==> src/rtl/core/qte_pkg.sv <==
package qte_pkg;

  // Field and datapath widths.
  localparam int QW         = 16;  // quaternion component, Q1.14
  localparam int PW         = 32;  // exact product of two components
  localparam int OPW        = 35;  // atan2 operands in Q2.28, factor of two included
  localparam int SW         = 30;  // saturated sine argument, Q2.28
  localparam int CW         = 58;  // CORDIC x and y after the 2^20 scale
  localparam int ZW         = 24;  // CORDIC angle, 2^-20 rad
  localparam int ROOT_W     = 29;  // floor square root of a value up to 2^56
  localparam int RW         = 58;  // square root remainder and partial root
  localparam int ITERS      = 20;  // CORDIC micro-rotations
  localparam int SCALE_SH   = 20;  // operand scale before the rotations
  localparam int FIFO_DEPTH = 4;

  localparam int OUT_RW  = 16;
  localparam int OUT_PW  = 16;
  localparam int OUT_YW  = 15;
  localparam int LIM_W   = 17;

  localparam logic signed [ZW-1:0]    ANG_PI   = ZW'(3294199);
  localparam logic signed [SW-1:0]    ONE_Q28  = SW'(268435456);
  localparam logic signed [LIM_W-1:0] LIM_FULL = LIM_W'(25736);
  localparam logic signed [LIM_W-1:0] LIM_HALF = LIM_W'(12868);

  typedef struct packed {
    logic signed [OPW-1:0] roll_y;
    logic signed [OPW-1:0] roll_x;
    logic signed [OPW-1:0] pitch_y;
    logic signed [OPW-1:0] pitch_x;
    logic signed [SW-1:0]  sin_arg;
  } oper_t;

  // round(atan(2^-i) * 2^20)
  function automatic logic signed [ZW-1:0] atan_entry(input logic [4:0] i);
    logic signed [ZW-1:0] v;
    case (i)
      5'd0:    v = ZW'(823550);
      5'd1:    v = ZW'(486170);
      5'd2:    v = ZW'(256879);
      5'd3:    v = ZW'(130396);
      5'd4:    v = ZW'(65451);
      5'd5:    v = ZW'(32757);
      5'd6:    v = ZW'(16383);
      5'd7:    v = ZW'(8192);
      5'd8:    v = ZW'(4096);
      5'd9:    v = ZW'(2048);
      5'd10:   v = ZW'(1024);
      5'd11:   v = ZW'(512);
      5'd12:   v = ZW'(256);
      5'd13:   v = ZW'(128);
      5'd14:   v = ZW'(64);
      5'd15:   v = ZW'(32);
      5'd16:   v = ZW'(16);
      5'd17:   v = ZW'(8);
      5'd18:   v = ZW'(4);
      5'd19:   v = ZW'(2);
      default: v = '0;
    endcase
    return v;
  endfunction

  // Round half up from 2^-20 to 2^-13 rad, then clamp to +-lim.
  function automatic logic signed [LIM_W-1:0] round_clamp(input logic signed [ZW-1:0] z,
                                                          input logic signed [LIM_W-1:0] lim);
    logic signed [ZW:0]   t;
    logic signed [ZW-7:0] r;
    logic signed [ZW-7:0] hi;
    logic signed [LIM_W-1:0] res;
    t  = {z[ZW-1], z} + (ZW+1)'(64);
    r  = t[ZW:7];
    hi = (ZW-6)'(lim);
    if (r > hi) begin
      res = lim;
    end else if (r < -hi) begin
      res = -lim;
    end else begin
      res = LIM_W'(r);
    end
    return res;
  endfunction

endpackage

==> src/rtl/core/qte_fifo.sv <==
module qte_fifo #(
  parameter int DEPTH = qte_pkg::FIFO_DEPTH
) (
  input  logic           clk,
  input  logic           rst,
  input  logic           push,
  input  qte_pkg::oper_t wdata,
  output logic           full,
  input  logic           pop,
  output qte_pkg::oper_t rdata,
  output logic           empty
);

  localparam int AW   = (DEPTH > 1) ? $clog2(DEPTH) : 1;
  localparam int CNTW = $clog2(DEPTH + 1);

  qte_pkg::oper_t  mem [DEPTH];
  logic [AW-1:0]   wr_ptr;
  logic [AW-1:0]   rd_ptr;
  logic [CNTW-1:0] count;

  assign full  = (count == CNTW'(DEPTH));
  assign empty = (count == '0);
  assign rdata = mem[rd_ptr];

  always_ff @(posedge clk) begin
    if (rst) begin
      wr_ptr <= '0;
      rd_ptr <= '0;
      count  <= '0;
    end else begin
      if (push) begin
        wr_ptr <= (wr_ptr == AW'(DEPTH - 1)) ? '0 : wr_ptr + 1'b1;
      end
      if (pop) begin
        rd_ptr <= (rd_ptr == AW'(DEPTH - 1)) ? '0 : rd_ptr + 1'b1;
      end
      if (push && !pop) begin
        count <= count + 1'b1;
      end else if (pop && !push) begin
        count <= count - 1'b1;
      end
    end
  end

  always_ff @(posedge clk) begin
    if (push) begin
      mem[wr_ptr] <= wdata;
    end
  end

endmodule

==> config.mk <==
export PLATFORM = sky130hd
export DESIGN_NAME = qte_fifo
export DESIGN_NICKNAME = d
export VERILOG_FILES = /design/src/rtl/core/qte_pkg.sv /design/src/rtl/core/qte_fifo.sv
export SDC_FILE = /design/constraint.sdc
export NUM_CORES = 1
export LEC_CHECK = 0
export BUFFER_PORTS_ARGS = -buffer_cell sky130_fd_sc_hd__clkbuf_2
export CAP_MARGIN = 15
export CORE_ASPECT_RATIO = 0.7
export CORE_MARGIN = 2
export CORE_UTILIZATION = 58
export DETAILED_ROUTE_END_ITERATION = 10
export PLACE_DENSITY = 0.8
export RECOVER_POWER = 25
export SYNTH_ARGS = -nofsm -noshare
export SYNTH_HDL_FRONTEND = slang
export SYNTH_SLANG_ARGS = --single-unit
==> constraint.sdc <==
create_clock -name clk -period 16.14 [get_ports clk]
set_input_delay 3.228 -clock clk [delete_from_list [all_inputs] [get_ports clk]]
set_output_delay 3.228 -clock clk [all_outputs]
set_load 0.01 [all_outputs]
==> results_dict.tcl, run 1 <==
set metrics [dict create \
    clock_latency_ps 590 \
    power_frac_seq_pct 54.8 \
    io_buffers 345 \
    crit_type "flip-flop to primary output" \
    clk_pin_slew_ps 60 \
    clockPowerShare_pct 37.0 \
    rsz0062_at_grt "no" \
    synth.distinct_cells 18 \
    finalWirelength_um 48100 \
    fin_worst_skew_ps 30.3 \
    swShare_pct 21.3 \
    fmax_ghz 0.154 \
    hold_path.class "flip-flop to flip-flop" \
    post-route-period-util_pct 40.2 \
    synth_area_sq_mm 0.0249 \
    ff2ff_path_depth 4 \
    drtIter0Drc 687 \
    cts.sinks 689 \
    synth_edf_count 680 \
    synth_warnings 0 \
    synth.cells.most_frequent "680 x edfxtp_1, 170 x mux4_2, 19 x buf_2" \
    async_reset_ff_share_pct 0 \
    setup_viol 0 \
    yosys.area.top_type_share_pct 81.9 \
    grt_antenna_before_repair 9 \
    synth.area.top_cells "edfxtp_1 82%, mux4_2 15%, dfxtp_1 0.72%, buf_6 0.54%, buf_2 0.38%" \
    synth_seq_area_share_pct 82.6 \
    power.switching_uw 810 \
    ys_seq_elements 689 \
    p_int_uw 2990 \
    max_cap_viol_count 0 \
    grt_pass1_wl_um 71200 \
    multi_input_area_sq_mm 0.00408 \
    irDropWorstVdd_mv 0.123 \
    status "completed" \
    post_cts_buffers 0 \
    syn-num-nets 1113 \
    crit_path_start_kind "flip-flop" \
    fin_setup_tns_ps 0 \
    num_vias 11295 \
    r2r_slack_ps 13550 \
    num_io_pins 346 \
    crit_family "buffers and inverters" \
    p_per_area_mw_per_mm2 131 \
    critPathArrivalTime_ps 3260 \
    r2r-end "mem[2][119]" \
    clockRootBuffer "clkbuf_16" \
    start_util_pct 58.8 \
    grt_max_degree 154 \
    coreArea_sq_mm 0.0424 \
    avgRoutedWirePerCell_um 25.1 \
    fin_crit_ps 6490 \
    comb_power_share_pct 8.3 \
    cts_max_level 2 \
    cts_buffers 58 \
    cts_tree "built" \
    synth_top_area_cell "edfxtp_1" \
    required_ps 12910 \
    hold_buffers 0 \
    fin_nets 1491 \
    fp.dieArea_sq_mm 0.0447 \
    nFillCells 2600 \
    post-synth-top-count-cell "edfxtp_1" \
    first_pass_iters 5 \
    crit_end "rdata[73]" \
    synth_cells 932 \
    path_max_fanout 49 \
    gp_congestion 0.735 \
    hold_ws_ps 511 \
    cts_resized 0 \
    dpl.hpwl_um 27700 \
    yosys_most_used_dff "edfxtp_1" \
    maxSlewViolCount 0 \
    drc 0 \
    grt_pass1_vias 11530 \
    die_width_um 252 \
    gr-total-overflow 0 \
    worstMarginPinSlew_ps 1220 \
    vias_per_cell 5.90 \
    syn2layout_area_growth_pct 16.4 \
    slowest_stage "buf_4" \
    synth_area_per_cell_sq_um 26.8 \
    core.rowCount 63 \
    cp_num_buf_inv 2 \
    crit_path_end_kind "primary output" \
    die_h_um 178 \
    antenna_left 0 \
    seqCellArea_sq_mm 0.0206 \
    track_usage_pct 21.5 \
    cp.depth 3 \
    maxSlewHeadroom_pct 18.4 \
    drive_gt1_share_pct 37.8 \
    crit_chain "buf_4 > mux4_2 > clkbuf_2" \
    p_leak_uw 0.00951 \
    r2r-start "wr_ptr[0]" \
    hold_viol 0 \
    cpPeakStageDelay_ps 880 \
    cts_max_path_buffers 3 \
]
[logic make-up after synthesis]
group / synth area share [%]
DFF: 82.6
AOI/OAI and AO/OA: 0.0602
xor gates and xnor gates: 0.0702
adders and majority gates: 0.381
and+or+nand+nor: 0.311
buffers and inverters: 1.09
muxes: 15.5
[cell usage in the layout (no fill, tap or decap), types with 8 or more instances in the layout]
cell,n
buf_4,9
clkbuf_16,59
edfxtp_1,680
clkinv_2,12
clkbuf_1,115
clkinv_1,12
clkbuf_2,242
bufinv_16,8
mux4_2,170
[flip-flops by register name, summed over array words and instances (netlist names), named ones only]
register and cells:
rd_ptr 2, wr_ptr 2, mem 680, count 3
[power by group through the flow]
stage / logic, uW / registers (uW) / clock network [uW]
after global placement: 314 / 2110 / 0
final: 314 / 2080 / 1400
after detailed placement: 320 / 2120 / 0
after CTS: 323 / 2080 / 1430
after global routing: 336 / 2090 / 1490
after floorplan: 189 / 2110 / 0
[metal layers]
metal | share of wire, % | global-route usage (%) | wire, um | up-vias
li1 | - | - | - | 4810
met1 | 39 | 30.3 | 18900 | 5891
met2 | 49 | 34.2 | 23700 | 502
met3 | 9.0 | 5.68 | 4330 | 86
met4 | 2.4 | 5.87 | 1180 | 6
met5 | 0.085 | 0 | 41 | -
[layout make-up]
cell class	count	area share (%)
Tap cell	552	2.38
Antenna cell	5	0.0431
Sequential cell	689	71.0
Clock buffer	71	5.24
Multi-Input combinational cell	201	14.1
Inverter	4	0.0517
Clock inverter	37	1.35
Timing Repair Buffer	356	5.87
[per-stage QoR]
step | setup WS [ps] | util, % | instance area [sq um] | power [uW] | cells
after floorplan | 8490 | - | 24900 | 2300 | 932
after global placement | 10130 | 64.2 | 27200 | 2430 | 1802
after detailed placement | 10120 | 64.2 | 27200 | 2440 | 1802
after CTS | 9480 | 68.7 | 29100 | 3830 | 1910
after global routing | 9350 | 68.4 | 29000 | 3910 | 1912
final | 9650 | 68.5 | 29000 | 3800 | 1915
[worst min-delay path, stage by stage, from the launching register on]
cell,delay (ps)
dfxtp_1,320
o21ai_0,80
a21oi_1,70
[worst min path at each step]
stage	startpoint	end	slack (ps)	depth (start not counted)
after floorplan	count[2]	count[2]	460	2
after global routing	count[2]	count[2]	540	2
after CTS	count[2]	count[2]	520	2
after detailed placement	count[2]	count[2]	510	2
after global placement	count[2]	count[2]	480	2
final	count[2]	count[2]	510	2
No activity file was read; power rests on OpenSTA's default activity.
==> run 2, diff against run 1 <==
- ABC_AREA: unset -> 1
- CORE_UTILIZATION: 58 -> 52
- PLACE_DENSITY: 0.8 -> 0.76
- clock period: 16.14 -> 5.9 ns (I/O delays scaled with it)
==> run 2 against run 1 <==
  * Clock skew shrank 18 ps
  * Combinational power grew to 3.2 times the previous value
  * Register-to-register slack lost 10000 ps
  * Sequential power grew to 2.7 times the previous value
  * Area after synthesis grew 3.1%
  * Clock power grew to 2.7 times the previous value
  * Critical endpoint is now rdata[113]
  * Largest cell class unchanged
==> results_dict.tcl, run 2 <==
set metrics [dict create \
    crit_path_start_kind "flip-flop" \
    fin_setup_tns_ps 0 \
    antenna_left 0 \
    drive_gt1_share_pct 16.4 \
    finalWirelength_um 55100 \
    grt_use_met3_pct 6.45 \
    grt_util_met1_pct 28.4 \
    core.rowCount 68 \
    clockRootBuffer "clkbuf_16" \
    cts.sinks 689 \
    drtIter0Drc 1594 \
    track_usage_pct 21.0 \
    async_reset_ff_share_pct 0 \
    clock_latency_ps 600 \
    vias_per_cell 5.65 \
    die_width_um 270 \
    fp.dieArea_sq_mm 0.0513 \
    hold_viol 0 \
    grt_pass1_wl_um 84400 \
    largest_register_ffs 680 \
    synth_cells 1703 \
    ys_seq_elements 689 \
    cts_max_path_buffers 3 \
    cts_resized 0 \
    fin_worst_skew_ps 11.9 \
    synth_area_sq_mm 0.0257 \
    cts_tree "built" \
    syn-num-nets 1884 \
    critPathArrivalTime_ps 3670 \
    mostFrequentLayoutCell "edfxtp_1" \
    reg_top3 "mem: 680 flops, count: 3 flops" \
    io_buffers 345 \
    path_max_fanout 229 \
    fmax_ghz 0.206 \
    busiest_layer "met2" \
    hold_path.class "flip-flop to flip-flop" \
    synth_top_area_cell "edfxtp_1" \
    die_h_um 190 \
    required_ps 4720 \
    gp_congestion 0.791 \
    synth.area.top_cells "edfxtp_1 79%, nor2_1 5.1%, o21ai_0 4.2%, o22ai_1 4.1%, o21ai_1 2.5%" \
    crit_path_end_kind "primary output" \
    synth_area_per_cell_sq_um 15.1 \
    maxSlewViolCount 0 \
    first_pass_iters 5 \
    fin_crit_ps 4850 \
    num_io_pins 346 \
    grt_max_degree 230 \
    dpl.hpwl_um 30300 \
    num_vias 15408 \
    max_cap_viol_count 0 \
    syn2layout_area_growth_pct 14.6 \
    maxSlewHeadroom_pct 30.3 \
    p_leak_uw 0.00998 \
    p_per_area_mw_per_mm2 355 \
    post-synth-top-count-cell "edfxtp_1" \
    coreArea_sq_mm 0.0491 \
    synth.cells.most_frequent "680 x edfxtp_1, 348 x nor2_1, 214 x o21ai_0" \
    post_cts_buffers 0 \
    grt_pass1_vias 15198 \
    yosys.area.top_type_share_pct 79.4 \
    hold_ws_ps 542 \
    drc 0 \
    avgRoutedWirePerCell_um 20.2 \
    final_cell_mix "680 x edfxtp_1, 348 x nor2_1, 235 x clkbuf_2" \
    grt_antenna_before_repair 7 \
    cts_buffers 59 \
    synth_warnings 0 \
    grtUsageMet2_pct 33.2 \
    rsz0062_at_grt "no" \
    gr-total-overflow 0 \
    clk_pin_slew_ps 60 \
    cts_max_level 2 \
    regMostFlops "mem" \
    synth.distinct_cells 23 \
    synth_edf_count 680 \
    crit_type "flip-flop to primary output" \
    start_util_pct 52.4 \
    synth_seq_area_share_pct 80.1 \
    hold_buffers 0 \
    fin_nets 2192 \
    status "completed" \
    irDropWorstVdd_mv 0.292 \
    worstMarginPinSlew_ps 1050 \
    yosys_most_used_dff "edfxtp_1" \
    setup_viol 0 \
    post-route-period-util_pct 82.2 \
]
==> run 2: cell count changes after synthesis, sizes merged, moves of 29 or more <==
cell    previous run  this run
buf               31        60
mux4             170         0
o22ai              0       170
clkbuf             7        52
nor2               7       348
o21ai              1       343
==> run 2: worst max-delay path, cell delays in order (launching register included) <==
cell and delay, ps:
dfxtp_4 900, clkinv_8 840, buf_12 580, o21ai_1 200
o22ai_1 130, clkbuf_2 150
==> run 2: logic make-up after synthesis <==
kind of cell / after synthesis / synth area share, %
AOI/OAI and AO/OA: 516 / 10.9
xor gates and xnor gates: 1 / 0.0340
adders and majority gates: 7 / 0.370
buffers and inverters: 128 / 3.35
DFF: 689 / 80.1
and+or+nand+nor: 362 / 5.32
==> run 2: metal layers <==
layer  share of wire (%)  vias up  wire [um]
li1                    -     7102          -
met1                  41     7660      22600
met3                 9.3       91       5150
met4                 2.1        8       1160
met2                  48      547      26200
met5               0.094        -         52
==> run 2: final timing paths <==
check / depth (start not counted) / startpoint / endpoint / slack, ps
worst max-delay path: 5 / flip-flop / rdata[113] / 1050
worst min-delay path: 2 / wr_ptr[1] / wr_ptr[1] / 540
worst max register to register: 5 / wr_ptr[0] / mem[2][167] / 3510
worst min register to register: 2 / wr_ptr[1] / wr_ptr[1] / 540
==> run 2: cell type report <==
| cell class | count | area (sq um) |
|---|---|---|
| repair buffers | 359 | 1780 |
| flip-flops and latches | 689 | 20600 |
| clock buffers | 73 | 1570 |
| fillers | 3638 | 19600 |
| well taps | 665 | 832 |
| clock inverters | 37 | 324 |
| multi-input cells | 886 | 4270 |
| inverters | 16 | 95.1 |
| diodes | 3 | 7.51 |
==> run 2: power by group <==
group / leakage (uW) / internal, uW / switching, uW / total [uW]
combinational: 0.00273 / 312 / 686 / 998
sequential: 0.00632 / 5600 / 61.4 / 5660
clock: 0.000929 / 2150 / 1660 / 3810
total: 0.00998 / 8060 / 2410 / 10500
==> run 2: metrics by stage <==
| step | utilization [%] | area, sq um | worst slack (ps) | power [uW] | std cells |
|---|---|---|---|---|---|
| 6_report | 60.1 | 29500 | 1050 | 10500 | 2728 |
| 5_1_grt | 60.0 | 29500 | 854 | 10800 | 2725 |
| 4_1_cts | 60.3 | 29600 | 1130 | 10500 | 2725 |
| 3_5_place_dp | 56.5 | 27700 | 1790 | 6770 | 2615 |
| 3_3_place_gp | 56.5 | 27700 | 1880 | 6740 | 2615 |
| 2_1_floorplan | - | 25700 | 893 | 6370 | 1703 |
==> run 3, diff against run 2 <==
- clock period: 5.9 -> 3.9 ns (I/O delays scaled with it)
==> run 3 against run 2 <==
  * Combinational power rose by 56%
  * Routed wire length is 0.34% lower
  * Critical path depth did not move
  * Hold slack got worse by 150 ps
  * Sequential share of layout area shrank 0.96 points
  * First-iteration DRC count fell by 13%
  * Utilization grew 0.84 points
  * Sequential cell count stayed put
==> results_dict.tcl, run 3 (synthesis results as in run 2) <==
set metrics [dict create \
    grt_antenna_before_repair 11 \
    drive_gt1_share_pct 17.5 \
    maxSlewHeadroom_pct 36.3 \
    core.rowCount 68 \
    wl_met3_um 4750 \
    fin_crit_ps 3390 \
    gr-total-overflow 0 \
    fp.dieArea_sq_mm 0.0513 \
    cts_buffers 61 \
    fin_setup_tns_ps 0 \
    final_cell_area_sq_mm 0.0299 \
    crit_path_end_kind "primary output" \
    coreArea_sq_mm 0.0491 \
    dpl.hpwl_um 31500 \
    maxSlewViolCount 0 \
    syn2layout_area_growth_pct 16.2 \
    final_util_pct 60.9 \
    antenna_left 0 \
    met1_length_um 22600 \
    drtIter0Drc 1379 \
    num_io_pins 346 \
    crit_path_start_kind "flip-flop" \
    r2r_slack_ps 1570 \
    hold_viol 0 \
    io_buffers 345 \
    reg_top3 "mem: 680 flops, count: 3 flops" \
    cts_max_level 2 \
    gp_congestion 0.790 \
    nFillCells 3666 \
    grt_pass1_vias 15178 \
    cts_tree "built" \
    finalWirelength_um 54900 \
    post_cts_buffers 0 \
    post_dp_cell_area_sq_mm 0.0280 \
    worstMarginPinSlew_ps 956 \
    drc 0 \
    status "completed" \
    largest_register_ffs 680 \
    num_vias 15314 \
    final_cell_mix "680 x edfxtp_1, 348 x nor2_1, 239 x clkbuf_2" \
    layoutNonFillerInstCount 2753 \
    crit_type "flip-flop to primary output" \
    first_pass_iters 5 \
    placedCellCount 2628 \
    wl_met2_um 26200 \
    die_h_um 190 \
    required_ps 3120 \
    track_usage_pct 20.9 \
    hold_path.class "input pin to flip-flop" \
    grt_max_degree 179 \
    cts_max_path_buffers 3 \
    mostFrequentLayoutCell "edfxtp_1" \
    fin_nets 2207 \
    grt_pass1_wl_um 83700 \
    max_cap_viol_count 0 \
    highest_layer "met5" \
    multi_input_area_sq_mm 0.00427 \
    start_util_pct 52.4 \
    regMostFlops "mem" \
    vias_per_cell 5.56 \
    die_width_um 270 \
    seqCellArea_sq_mm 0.0206 \
    fmax_ghz 0.295 \
    hold_buffers 0 \
    post-route-period-util_pct 86.9 \
    rsz0062_at_grt "no" \
    critPathArrivalTime_ps 2610 \
    cts.sinks 689 \
    irDropWorstVdd_mv 0.497 \
    setup_viol 0 \
    cts_resized 0 \
    clock_latency_ps 600 \
    p_per_area_mw_per_mm2 542 \
    p_leak_uw 0.0101 \
    clk_pin_slew_ps 60 \
    avgRoutedWirePerCell_um 20.0 \
    power_uw 16200 \
    fin_worst_skew_ps 9.35 \
    path_max_fanout 50 \
    clockRootBuffer "clkbuf_16" \
]
-- run 3: cell count changes in the layout (fill, tap and decap cells not counted), moves of 3 or more --
cell | previous run | this run
clkinvlp_4 | 1 | 7
clkbuf_8 | 0 | 3
diode_2 | 3 | 9
buf_12 | 7 | 18
clkinv_2 | 11 | 8
clkbuf_2 | 235 | 239
clkbuf_1 | 122 | 118
-- run 3: final cells by class --
type | count | share of cell area, %
Sequential cell | 689 | 68.9
Inverter | 16 | 0.301
Clock buffer | 78 | 5.56
Clock inverter | 38 | 1.32
Antenna cell | 9 | 0.0753
Multi-Input combinational cell | 886 | 14.3
Timing Repair Buffer | 372 | 6.76
Tap cell | 665 | 2.78
-- run 3: metrics by stage --
stage / hold WS [ps] / setup WS (ps)
6_report: 396 / 512
5_1_grt: 381 / 363
4_1_cts: 347 / 477
3_5_place_dp: 527 / 1150
3_3_place_gp: 504 / 1170
2_1_floorplan: 490 / 123
-- run 3: worst paths after layout --
path               from          end  depth (start not counted)
max           flip-flop   rdata[124]                          5
min          wdata[142]  mem[3][142]                          1
max reg2reg   wr_ptr[0]   mem[0][90]                          5
min reg2reg   wr_ptr[1]    wr_ptr[1]                          2
-- run 3: report_power, final --
| group | internal [uW] | switching [uW] |
|---|---|---|
| registers | 8470 | 81.3 |
| logic | 502 | 1050 |
| clock network | 3540 | 2550 |
| total | 12500 | 3680 |
-- run 3: critical path, stage by stage, from the launching register on --
cell and delay, ps:
dfxtp_4 490, inv_4 550, buf_12 310, o21ai_1 120, o22ai_1 250, clkbuf_2 190
-- run 3: metal layers --
| layer | vias to the layer above | track usage (%) |
|---|---|---|
| met3 | 106 | 6.37 |
| met2 | 461 | 33.6 |
| met1 | 7596 | 27.6 |
| met5 | - | 0 |
| met4 | 12 | 6.69 |
| li1 | 7139 | - |
